==> src/design/rctb_pkg.sv <==
`timescale 1ns / 1ps

package rctb_pkg;

    // Field widths of one peer entry
    localparam int FAMILY_W  = 16;
    localparam int ADDRESS_W = 32;
    localparam int PORT_W    = 16;
    localparam int ENTRY_W   = FAMILY_W + ADDRESS_W + PORT_W;
    localparam int STATUS_W  = 2;
    localparam int COUNT_W   = 5;

    // Command codes
    localparam logic CMD_DATAGRAM   = 1'b0;
    localparam logic CMD_DISCONNECT = 1'b1;

    // Result status codes
    localparam logic [STATUS_W-1:0] ST_DEST         = 2'd0;
    localparam logic [STATUS_W-1:0] ST_DISC_DONE    = 2'd1;
    localparam logic [STATUS_W-1:0] ST_DISC_UNKNOWN = 2'd2;

    // One table entry as stored in the RAM
    typedef struct packed {
        logic [FAMILY_W-1:0]  family;
        logic [ADDRESS_W-1:0] address;
        logic [PORT_W-1:0]    port;
    } entry_t;

    // Classified request handed from front to back
    typedef struct packed {
        logic                 disc;
        logic [FAMILY_W-1:0]  family;
        logic [ADDRESS_W-1:0] address;
        logic [PORT_W-1:0]    port;
    } req_t;

endpackage

==> src/design/rctb_if.sv <==
`timescale 1ns / 1ps

// Incoming datagram channel
interface rctb_in_if import rctb_pkg::*; ();
    logic                 valid;
    logic                 ready;
    logic                 command;
    logic [FAMILY_W-1:0]  peer_family;
    logic [ADDRESS_W-1:0] peer_address;
    logic [PORT_W-1:0]    peer_port;

    modport source (output valid, output command, output peer_family,
                    output peer_address, output peer_port, input ready);
    modport sink   (input valid, input command, input peer_family,
                    input peer_address, input peer_port, output ready);
endinterface

// Outgoing result channel
interface rctb_out_if import rctb_pkg::*; ();
    logic                 valid;
    logic                 ready;
    logic [STATUS_W-1:0]  status;
    logic [FAMILY_W-1:0]  dest_family;
    logic [ADDRESS_W-1:0] dest_address;
    logic [PORT_W-1:0]    dest_port;
    logic [COUNT_W-1:0]   client_count;
    logic                 last;

    modport source (output valid, output status, output dest_family,
                    output dest_address, output dest_port,
                    output client_count, output last, input ready);
    modport sink   (input valid, input status, input dest_family,
                    input dest_address, input dest_port,
                    input client_count, input last, output ready);
endinterface

==> src/design/rctb_ram.sv <==
`timescale 1ns / 1ps

module rctb_ram #(
    parameter int WIDTH = 64,
    parameter int DEPTH = 16
) (
    input  logic                     clk,
    input  logic                     we,
    input  logic [$clog2(DEPTH)-1:0] waddr,
    input  logic [WIDTH-1:0]         wdata,
    input  logic [$clog2(DEPTH)-1:0] raddr,
    output logic [WIDTH-1:0]         rdata
);

    logic [WIDTH-1:0] mem [DEPTH];

    // One write port, one registered read port
    always_ff @(posedge clk)
    begin
        if (we)
        begin
            mem[waddr] <= wdata;
        end
        rdata <= mem[raddr];
    end

endmodule

==> src/design/rctb_front.sv <==
`timescale 1ns / 1ps

module rctb_front import rctb_pkg::*; (
    input  logic       clk,
    input  logic       rst_n,
    rctb_in_if.sink    datagram,
    output logic       q_valid,
    input  logic       q_ready,
    output req_t       q_req
);

    // Two-entry request queue
    req_t       entries_reg [2];
    logic       wr_ptr_reg, wr_ptr_next;
    logic       rd_ptr_reg, rd_ptr_next;
    logic [1:0] fill_reg, fill_next;
    logic       push, pop;
    req_t       in_req;

    // Classify the incoming datagram
    always_comb
    begin
        in_req.disc    = (datagram.command == CMD_DISCONNECT);
        in_req.family  = datagram.peer_family;
        in_req.address = datagram.peer_address;
        in_req.port    = datagram.peer_port;
    end

    assign datagram.ready = (fill_reg != 2'd2);
    assign q_valid        = (fill_reg != 2'd0);
    assign q_req          = entries_reg[rd_ptr_reg];
    assign push           = datagram.valid && datagram.ready;
    assign pop            = q_valid && q_ready;

    // Pointer and fill updates
    always_comb
    begin
        wr_ptr_next = push ? ~wr_ptr_reg : wr_ptr_reg;
        rd_ptr_next = pop ? ~rd_ptr_reg : rd_ptr_reg;
        fill_next   = fill_reg;
        if (push && !pop)
        begin
            fill_next = fill_reg + 2'd1;
        end
        else if (pop && !push)
        begin
            fill_next = fill_reg - 2'd1;
        end
    end

    always_ff @(posedge clk or negedge rst_n)
    begin
        if (!rst_n)
        begin
            wr_ptr_reg <= 1'b0;
            rd_ptr_reg <= 1'b0;
            fill_reg   <= 2'd0;
        end
        else
        begin
            wr_ptr_reg <= wr_ptr_next;
            rd_ptr_reg <= rd_ptr_next;
            fill_reg   <= fill_next;
        end
    end

    // Queue storage
    always_ff @(posedge clk)
    begin
        if (push)
        begin
            entries_reg[wr_ptr_reg] <= in_req;
        end
    end

endmodule

==> src/design/rctb_back.sv <==
`timescale 1ns / 1ps

module rctb_back import rctb_pkg::*; #(
    parameter int MAX_CLIENTS = 16
) (
    input  logic       clk,
    input  logic       rst_n,
    input  logic       q_valid,
    output logic       q_ready,
    input  req_t       q_req,
    rctb_out_if.source dest
);

    localparam int AW = $clog2(MAX_CLIENTS);
    localparam int CW = $clog2(MAX_CLIENTS + 1);
    localparam logic [CW-1:0] MAX_CNT = CW'(MAX_CLIENTS);
    localparam logic [CW-1:0] ONE     = CW'(1);

    localparam logic [2:0] S_IDLE     = 3'd0;
    localparam logic [2:0] S_SCAN     = 3'd1;
    localparam logic [2:0] S_DECIDE   = 3'd2;
    localparam logic [2:0] S_SHIFT    = 3'd3;
    localparam logic [2:0] S_APPEND   = 3'd4;
    localparam logic [2:0] S_EMIT_RD  = 3'd5;
    localparam logic [2:0] S_EMIT_LD  = 3'd6;
    localparam logic [2:0] S_DISC_OUT = 3'd7;

    logic [2:0]          state_reg, state_next;
    req_t                cur_reg, cur_next;
    logic [CW-1:0]       count_reg, count_next;
    logic [CW-1:0]       rd_idx_reg, rd_idx_next;
    logic [CW-1:0]       wr_idx_reg, wr_idx_next;
    logic [CW-1:0]       pos_reg, pos_next;
    logic                pend_reg, pend_next;
    logic                found_reg, found_next;

    logic                out_valid_reg, out_valid_next;
    logic [STATUS_W-1:0] out_status_reg, out_status_next;
    entry_t              out_entry_reg, out_entry_next;
    logic [CW-1:0]       out_count_reg, out_count_next;
    logic                out_last_reg, out_last_next;
    logic                out_load, out_free;

    logic                ram_we;
    logic [AW-1:0]       ram_waddr, ram_raddr;
    logic [ENTRY_W-1:0]  ram_wdata, ram_rdata;
    entry_t              rd_entry;
    logic                match;

    rctb_ram #(
        .WIDTH (ENTRY_W),
        .DEPTH (MAX_CLIENTS)
    ) u_table (
        .clk   (clk),
        .we    (ram_we),
        .waddr (ram_waddr),
        .wdata (ram_wdata),
        .raddr (ram_raddr),
        .rdata (ram_rdata)
    );

    assign rd_entry = ram_rdata;
    assign match    = (rd_entry.family == cur_reg.family) &&
                      (rd_entry.address == cur_reg.address);
    assign out_free = !out_valid_reg || dest.ready;

    // Sequencer: scan, shift out the removed or evicted entry, append, emit, or report a disconnect
    always_comb
    begin
        state_next      = state_reg;
        cur_next        = cur_reg;
        count_next      = count_reg;
        rd_idx_next     = rd_idx_reg;
        wr_idx_next     = wr_idx_reg;
        pos_next        = pos_reg;
        pend_next       = pend_reg;
        found_next      = found_reg;
        q_ready         = 1'b0;
        ram_we          = 1'b0;
        ram_waddr       = wr_idx_reg[AW-1:0];
        ram_wdata       = ram_rdata;
        ram_raddr       = rd_idx_reg[AW-1:0];
        out_load        = 1'b0;
        out_status_next = out_status_reg;
        out_entry_next  = out_entry_reg;
        out_count_next  = out_count_reg;
        out_last_next   = out_last_reg;

        case (state_reg)
            S_IDLE:
            begin
                q_ready = 1'b1;
                if (q_valid)
                begin
                    cur_next    = q_req;
                    found_next  = 1'b0;
                    pend_next   = 1'b0;
                    rd_idx_next = '0;
                    state_next  = (count_reg == '0) ? S_DECIDE : S_SCAN;
                end
            end
            // Compare returned entries, stop at the first match
            S_SCAN:
            begin
                if (pend_reg && match)
                begin
                    found_next = 1'b1;
                    pos_next   = rd_idx_reg - ONE;
                    state_next = S_DECIDE;
                end
                else if (rd_idx_reg == count_reg)
                begin
                    state_next = S_DECIDE;
                end
                else
                begin
                    rd_idx_next = rd_idx_reg + ONE;
                    pend_next   = 1'b1;
                end
            end
            S_DECIDE:
            begin
                pend_next = 1'b0;
                if (found_reg)
                begin
                    rd_idx_next = pos_reg + ONE;
                    wr_idx_next = pos_reg;
                    state_next  = S_SHIFT;
                end
                else if (!cur_reg.disc && count_reg == MAX_CNT)
                begin
                    // evict the oldest entry
                    rd_idx_next = ONE;
                    wr_idx_next = '0;
                    state_next  = S_SHIFT;
                end
                else if (cur_reg.disc)
                begin
                    state_next = S_DISC_OUT;
                end
                else
                begin
                    state_next = S_APPEND;
                end
            end
            // Move later entries one slot toward the front
            S_SHIFT:
            begin
                if (pend_reg)
                begin
                    ram_we      = 1'b1;
                    wr_idx_next = wr_idx_reg + ONE;
                end
                if (rd_idx_reg < count_reg)
                begin
                    rd_idx_next = rd_idx_reg + ONE;
                    pend_next   = 1'b1;
                end
                else
                begin
                    count_next = count_reg - ONE;
                    state_next = cur_reg.disc ? S_DISC_OUT : S_APPEND;
                end
            end
            S_APPEND:
            begin
                ram_we      = 1'b1;
                ram_waddr   = count_reg[AW-1:0];
                ram_wdata   = {cur_reg.family, cur_reg.address, cur_reg.port};
                count_next  = count_reg + ONE;
                rd_idx_next = '0;
                state_next  = S_EMIT_RD;
            end
            S_EMIT_RD:
            begin
                state_next = S_EMIT_LD;
            end
            // Hand one destination to the output register
            S_EMIT_LD:
            begin
                if (out_free)
                begin
                    out_load        = 1'b1;
                    out_status_next = ST_DEST;
                    out_entry_next  = rd_entry;
                    out_count_next  = count_reg;
                    out_last_next   = (rd_idx_reg == count_reg - ONE);
                    if (rd_idx_reg == count_reg - ONE)
                    begin
                        state_next = S_IDLE;
                    end
                    else
                    begin
                        rd_idx_next = rd_idx_reg + ONE;
                        state_next  = S_EMIT_RD;
                    end
                end
            end
            S_DISC_OUT:
            begin
                if (out_free)
                begin
                    out_load        = 1'b1;
                    out_status_next = found_reg ? ST_DISC_DONE : ST_DISC_UNKNOWN;
                    out_entry_next  = '0;
                    out_count_next  = count_reg;
                    out_last_next   = 1'b1;
                    state_next      = S_IDLE;
                end
            end
            default:
            begin
                state_next = S_IDLE;
            end
        endcase
    end

    assign out_valid_next = out_load ? 1'b1 : (dest.ready ? 1'b0 : out_valid_reg);

    always_ff @(posedge clk or negedge rst_n)
    begin
        if (!rst_n)
        begin
            state_reg     <= S_IDLE;
            count_reg     <= '0;
            pend_reg      <= 1'b0;
            found_reg     <= 1'b0;
            out_valid_reg <= 1'b0;
        end
        else
        begin
            state_reg     <= state_next;
            count_reg     <= count_next;
            pend_reg      <= pend_next;
            found_reg     <= found_next;
            out_valid_reg <= out_valid_next;
        end
    end

    // Working and result payload
    always_ff @(posedge clk)
    begin
        cur_reg        <= cur_next;
        rd_idx_reg     <= rd_idx_next;
        wr_idx_reg     <= wr_idx_next;
        pos_reg        <= pos_next;
        out_status_reg <= out_status_next;
        out_entry_reg  <= out_entry_next;
        out_count_reg  <= out_count_next;
        out_last_reg   <= out_last_next;
    end

    assign dest.valid        = out_valid_reg;
    assign dest.status       = out_status_reg;
    assign dest.dest_family  = out_entry_reg.family;
    assign dest.dest_address = out_entry_reg.address;
    assign dest.dest_port    = out_entry_reg.port;
    assign dest.client_count = COUNT_W'(out_count_reg);
    assign dest.last         = out_last_reg;

`ifndef SYNTHESIS
    a_count_bound: assert property (@(posedge clk) disable iff (!rst_n)
        count_reg <= MAX_CNT)
        else $error("entry count above table size");

    a_write_states: assert property (@(posedge clk) disable iff (!rst_n)
        ram_we |-> (state_reg == S_SHIFT || state_reg == S_APPEND))
        else $error("table written outside shift or append");

    a_append_room: assert property (@(posedge clk) disable iff (!rst_n)
        state_reg == S_APPEND |-> count_reg < MAX_CNT)
        else $error("append into a full table");

    a_dest_nonempty: assert property (@(posedge clk) disable iff (!rst_n)
        (out_valid_reg && out_status_reg == ST_DEST) |-> out_count_reg != '0)
        else $error("destination reported from an empty table");
`endif

endmodule

==> src/design/recency_client_table_broadcast_unit.sv <==
`timescale 1ns / 1ps

// Recency-ordered peer table with broadcast. Entries (family, IPv4 address,
// port) are matched on family and address; a datagram moves its sender to
// the newest slot (evicting the oldest when the table is full and the sender
// is new) and then yields every entry oldest first, the final one marked
// last. A disconnect yields one result: removed or unknown peer. The table
// sits in a single-port-read RAM, so the back end walks it one entry per
// cycle while searching and shifting; a datagram is then appended and each
// destination read and handed on once the output register is free. A search
// that stops early on a match leaves only the later entries to shift. A
// two-deep request queue in front keeps accepting while the back end is
// busy, until it holds two requests.
module recency_client_table_broadcast_unit import rctb_pkg::*; #(
    parameter int MAX_CLIENTS = 16
) (
    input  logic       clk,
    input  logic       rst_n,
    rctb_in_if.sink    datagram,
    rctb_out_if.source dest
);

    logic q_valid;
    logic q_ready;
    req_t q_req;

    rctb_front u_front (
        .clk      (clk),
        .rst_n    (rst_n),
        .datagram (datagram),
        .q_valid  (q_valid),
        .q_ready  (q_ready),
        .q_req    (q_req)
    );

    rctb_back #(
        .MAX_CLIENTS (MAX_CLIENTS)
    ) u_back (
        .clk     (clk),
        .rst_n   (rst_n),
        .q_valid (q_valid),
        .q_ready (q_ready),
        .q_req   (q_req),
        .dest    (dest)
    );

endmodule
==> src/flat_wrapper.sv <==
// flat-port wrapper written by rule: the top's interface ports become plain ports
module recency_client_table_broadcast_unit_flat import rctb_pkg::*;
#(
    parameter int MAX_CLIENTS = 16
)
  (clk, rst_n, datagram_valid, datagram_command, datagram_peer_family, datagram_peer_address, datagram_peer_port, datagram_ready, dest_valid, dest_status, dest_dest_family, dest_dest_address, dest_dest_port, dest_client_count, dest_last, dest_ready);
  rctb_in_if datagram_i ();
  rctb_out_if dest_i ();
  input  logic clk;
  input  logic rst_n;
  input wire logic [$bits(datagram_i.valid)-1:0] datagram_valid;
  input wire logic [$bits(datagram_i.command)-1:0] datagram_command;
  input wire logic [$bits(datagram_i.peer_family)-1:0] datagram_peer_family;
  input wire logic [$bits(datagram_i.peer_address)-1:0] datagram_peer_address;
  input wire logic [$bits(datagram_i.peer_port)-1:0] datagram_peer_port;
  output wire logic [$bits(datagram_i.ready)-1:0] datagram_ready;
  output wire logic [$bits(dest_i.valid)-1:0] dest_valid;
  output wire logic [$bits(dest_i.status)-1:0] dest_status;
  output wire logic [$bits(dest_i.dest_family)-1:0] dest_dest_family;
  output wire logic [$bits(dest_i.dest_address)-1:0] dest_dest_address;
  output wire logic [$bits(dest_i.dest_port)-1:0] dest_dest_port;
  output wire logic [$bits(dest_i.client_count)-1:0] dest_client_count;
  output wire logic [$bits(dest_i.last)-1:0] dest_last;
  input wire logic [$bits(dest_i.ready)-1:0] dest_ready;
  assign datagram_i.valid = datagram_valid;
  assign datagram_i.command = datagram_command;
  assign datagram_i.peer_family = datagram_peer_family;
  assign datagram_i.peer_address = datagram_peer_address;
  assign datagram_i.peer_port = datagram_peer_port;
  assign datagram_ready = datagram_i.ready;
  assign dest_valid = dest_i.valid;
  assign dest_status = dest_i.status;
  assign dest_dest_family = dest_i.dest_family;
  assign dest_dest_address = dest_i.dest_address;
  assign dest_dest_port = dest_i.dest_port;
  assign dest_client_count = dest_i.client_count;
  assign dest_last = dest_i.last;
  assign dest_i.ready = dest_ready;
  recency_client_table_broadcast_unit #(.MAX_CLIENTS(MAX_CLIENTS)) u_core (.clk(clk), .rst_n(rst_n), .datagram(datagram_i), .dest(dest_i));
endmodule
==> config.mk <==
export PLATFORM = sky130hd
export DESIGN_NAME = recency_client_table_broadcast_unit_flat
export DESIGN_NICKNAME = d
export VERILOG_FILES = /design/src/design/rctb_pkg.sv /design/src/design/rctb_if.sv /design/src/design/rctb_ram.sv /design/src/design/rctb_front.sv /design/src/design/rctb_back.sv /design/src/design/recency_client_table_broadcast_unit.sv /design/src/flat_wrapper.sv
export SDC_FILE = /design/constraint.sdc
export NUM_CORES = 1
export LEC_CHECK = 0
export CAP_MARGIN = 25
export CORE_ASPECT_RATIO = 1.2
export CORE_MARGIN = 10
export CORE_UTILIZATION = 30
export DETAILED_ROUTE_END_ITERATION = 8
export DONT_BUFFER_PORTS = 1
export PLACE_DENSITY_LB_ADDON = 0.3
export SYNTH_ARGS = -nofsm -noshare
export SYNTH_HDL_FRONTEND = slang
export SYNTH_SLANG_ARGS = --single-unit
==> constraint.sdc <==
create_clock -name clk -period 4.2 [get_ports clk]
set_input_delay 0.42 -clock clk [delete_from_list [all_inputs] [get_ports clk]]
set_output_delay 0.42 -clock clk [all_outputs]
set_load 0.005 [all_outputs]
==> run_results.csv <==
group,metric,value,unit
worst_setup_path,slowest_delay,820,ps
global_routing,grt_max_degree,134,
routing,detail-route-antenna-nets,0,
layout,area_growth,16.5,%
global_routing,first_global_vias,26528,
layout,largest_reg_flops,1024,
place,place_congestion,0.760,
worst_setup_path,critPathSlowestCell,"nor2_4",
synth,yosysMostFrequentCell,"edfxtp_1",
worst_setup_path,r2r-start,"u_core.u_back.state_reg[0]",
power,internal_power,0.0316,W
global_routing,grt_overflow_total,0,
hold_path,hold_path_class,"primary input to register",
layout,finish.net_count,3016,
power,powerDensity,754,nW/um^2
synth,ys_types,60,
cts,clockBufferDepth,3,
synth,yosys.area.top_type,"edfxtp_1",
global_routing,grt_pass1_wl,191000,um
cts,tritoncts,"done",
routing,vias_per_cell,4.84,
synth,synth-edff-count,1305,
hold_path,hold_path_startpoint,"dest_ready",
worst_setup_path,critPathKind,"register to register",
power,p_sw,0.0151,W
power,power_leakage,19.6,nW
worst_setup_path,reg2reg_to,"u_core.u_back.u_table.mem[9][61]",
routing,drt_iter0_markers,2143,
run,drv_cap,0,
worst_setup_path,worstPathArrival,3900,ps
cts,clkLatencyLatePin,770,ps
place,portBuffers,0,
worst_setup_path,crit_end,"u_core.u_back.u_table.mem[9][61]",
sta,fin_crit_sh,0.819,
floorplan,die_width,404,um
sta,relSlewSlack,0.325,
power,p_seq_frac,0.449,
power,max-vdd-ir-drop,0.000495,V
sta,rsz0062_at_grt,"no",
sta,finalCriticalPeriod,3440,ps
floorplan,dieArea,195000,sq um
synth,synthArstFlopShare,0.0108,
routing,vias,26011,
sta,fmax,291,MHz
worst_setup_path,crit_chain,"inv_1, nor2_1, nand2_1, o21ai_1, a32oi_1, nor2_4, buf_4",
synth,synthTopCellsByArea,"edfxtp_1 (74%), mux4_2 (5.5%), mux2i_1 (3.9%)",
worst_setup_path,cp-end-kind,"register",
synth,synth_nets,2864,
layout,drive_gt1_frac,0.208,
cts,clkSlewWorstSetupHoldPaths,60,ps
power,switching_share,0.322,
sta,worst-slew-pin-transition,999,ps
synth,ys_dominant_reg_cell,"edfxtp_1",
layout,final_cells,5370,
worst_setup_path,cp.required,4660,ps
worst_setup_path,reg2reg_slack,760,ps
floorplan,core_area,177000,sq um
floorplan,dieHeight,481,um
routing,avgRoutedWirePerCell,24.6,um
place,pre_cts_slack,718,ps
synth,yosys_warnings,0,
sta,setup_violations,0,
synth,ys_seq_area_frac,0.768,
cts,cts_max_level,4,
cts,cts_resized,0,
sta,layout_setup_ws,759,ps
sta,fin_tns_setup,0,ps
routing,drc,0,
routing,postRouteWirelength,132000,um
global_routing,grt_usage,0.134,
synth,syn_area,53200,sq um
layout,multi_input_area,11700,sq um
global_routing,antenna_found_initial,9,
sta,finalClockSkew,23.7,ps
cts,cts_sinks,1384,
floorplan,ios,143,
floorplan,core.rowCount,169,
place,dp_cells,5020,
layout,regArea,40800,sq um
synth,syn_inst,2782,
power,comb_power_share,0.275,
floorplan,initial_core_util,0.301,
routing,first_pass_iters,6,
run_status,status,"finished, final reports clean",
worst_setup_path,crit_start,"u_core.u_back.state_reg[0]",
synth,synth_common_cells,"edfxtp_1 (1305), mux2i_1 (207), mux2_2 (172)",
cts,cts_made_buffers,152,
synth,syn_avg_cell_area,19.1,sq um
cts,cts_root_buf,"clkbuf_16",
worst_setup_path,rr_worst_depth,7,
sta,hold_violations,0,
synth,postSynthRegisterBits,1384,
power,power_frac_clock,0.277,
place,hpwl,74500,um
synth,yosysTopAreaCellShare,0.737,
worst_setup_path,worst_setup_path_start_kind,"register",
layout,fillers,16342,
sta,drv_slew,0,
worst_setup_path,cp_max_fo,17,
worst max-delay path, delay by kind of cell, from the launching register on:
| kind | cells | cell delay, ps |
|---|---|---|
| AOI/OAI and AO/OA | 2 | 550 |
| buffers and inverters | 2 | 530 |
| DFF | 1 | 760 |
| and+or+nand+nor | 3 | 1290 |
cell type report:
| class | instances | share of cell area |
|---|---|---|
| clock buffers | 205 | 0.0690 |
| multi-input cells | 1240 | 0.189 |
| flip-flops and latches | 1384 | 0.660 |
| well taps | 2308 | 0.0466 |
| clock inverters | 72 | 0.00942 |
| repair buffers | 138 | 0.0252 |
| inverters | 18 | 0.00113 |
| diodes | 5 | 0.000202 |
timing repair:
item | CTS | global route
hold buffers | 67 | 0
endpoints found under the setup margin | 0 | 0
endpoints found under the hold margin | 146 | 0
buffers inserted | 0 | 0
metal layers:
| metal | share of wire | global-route usage |
|---|---|---|
| met5 | 0.00014 | 0 |
| met3 | 0.068 | 0.0321 |
| met1 | 0.46 | 0.191 |
| met2 | 0.45 | 0.201 |
| met4 | 0.021 | 0.0383 |
cell families after synthesis:
group | share of synthesized area
AO/OA/AOI/OAI | 0.0453
XOR/XNOR | 0.0110
adder cells (fa/ha/maj) | 0.00306
buffers and inverters | 0.0153
flip-flops | 0.768
multiplexers | 0.130
AND/OR/NAND/NOR | 0.0265
worst min path at each step:
stage	cells past startpoint	to	slack, ps
after floorplan	0	u_core.u_back.count_reg[0]	120
after global placement	0	u_core.u_back.dest.valid	130
after detailed placement	0	u_core.u_back.count_reg[3]	130
after CTS	2	u_core.u_back.dest.valid	6
after global routing	2	u_core.u_back.dest.valid	90
final	2	u_core.u_back.dest.valid	70
cells in the final DEF, fill, tap and decap left out, drive strengths merged, types with 8 or more instances in the layout:
| master | instances |
|---|---|
| a21oi | 71 |
| a221oi | 63 |
| a22oi | 65 |
| and2 | 65 |
| buf | 71 |
| clkbuf | 205 |
| clkinv | 54 |
| dfrtp | 15 |
| dfxtp | 64 |
| dlygate4sd3 | 67 |
| edfxtp | 1305 |
| ha | 13 |
| inv | 25 |
| mux2 | 172 |
| mux2i | 207 |
| mux4 | 130 |
| nand2 | 70 |
| nand2b | 8 |
| nand3 | 18 |
| nand4 | 10 |
| nor2 | 86 |
| nor2b | 10 |
| nor3 | 10 |
| o21ai | 126 |
| xnor2 | 58 |
| xor2 | 9 |
stage by stage:
stage          hold WS [ps]  instance area, sq um  utilization  total power (W)
4_1_cts                6.06                 61900        0.351           0.0473
6_report               70.3                 61900        0.351           0.0467
3_3_place_gp            126                 56300        0.319           0.0341
2_1_floorplan           124                 53200            -           0.0294
3_5_place_dp            126                 56400        0.319           0.0342
5_1_grt                88.7                 61900        0.351           0.0490
power groups by stage:
stage	logic, W	registers, W	clock network [W]
final	0.0128	0.0210	0.0129
after global routing	0.0141	0.0212	0.0138
after CTS	0.0131	0.0210	0.0132
after detailed placement	0.0130	0.0213	0
after global placement	0.0128	0.0213	0
after floorplan	0.00901	0.0204	0
Note: power is estimated with default switching activity, not from simulation.
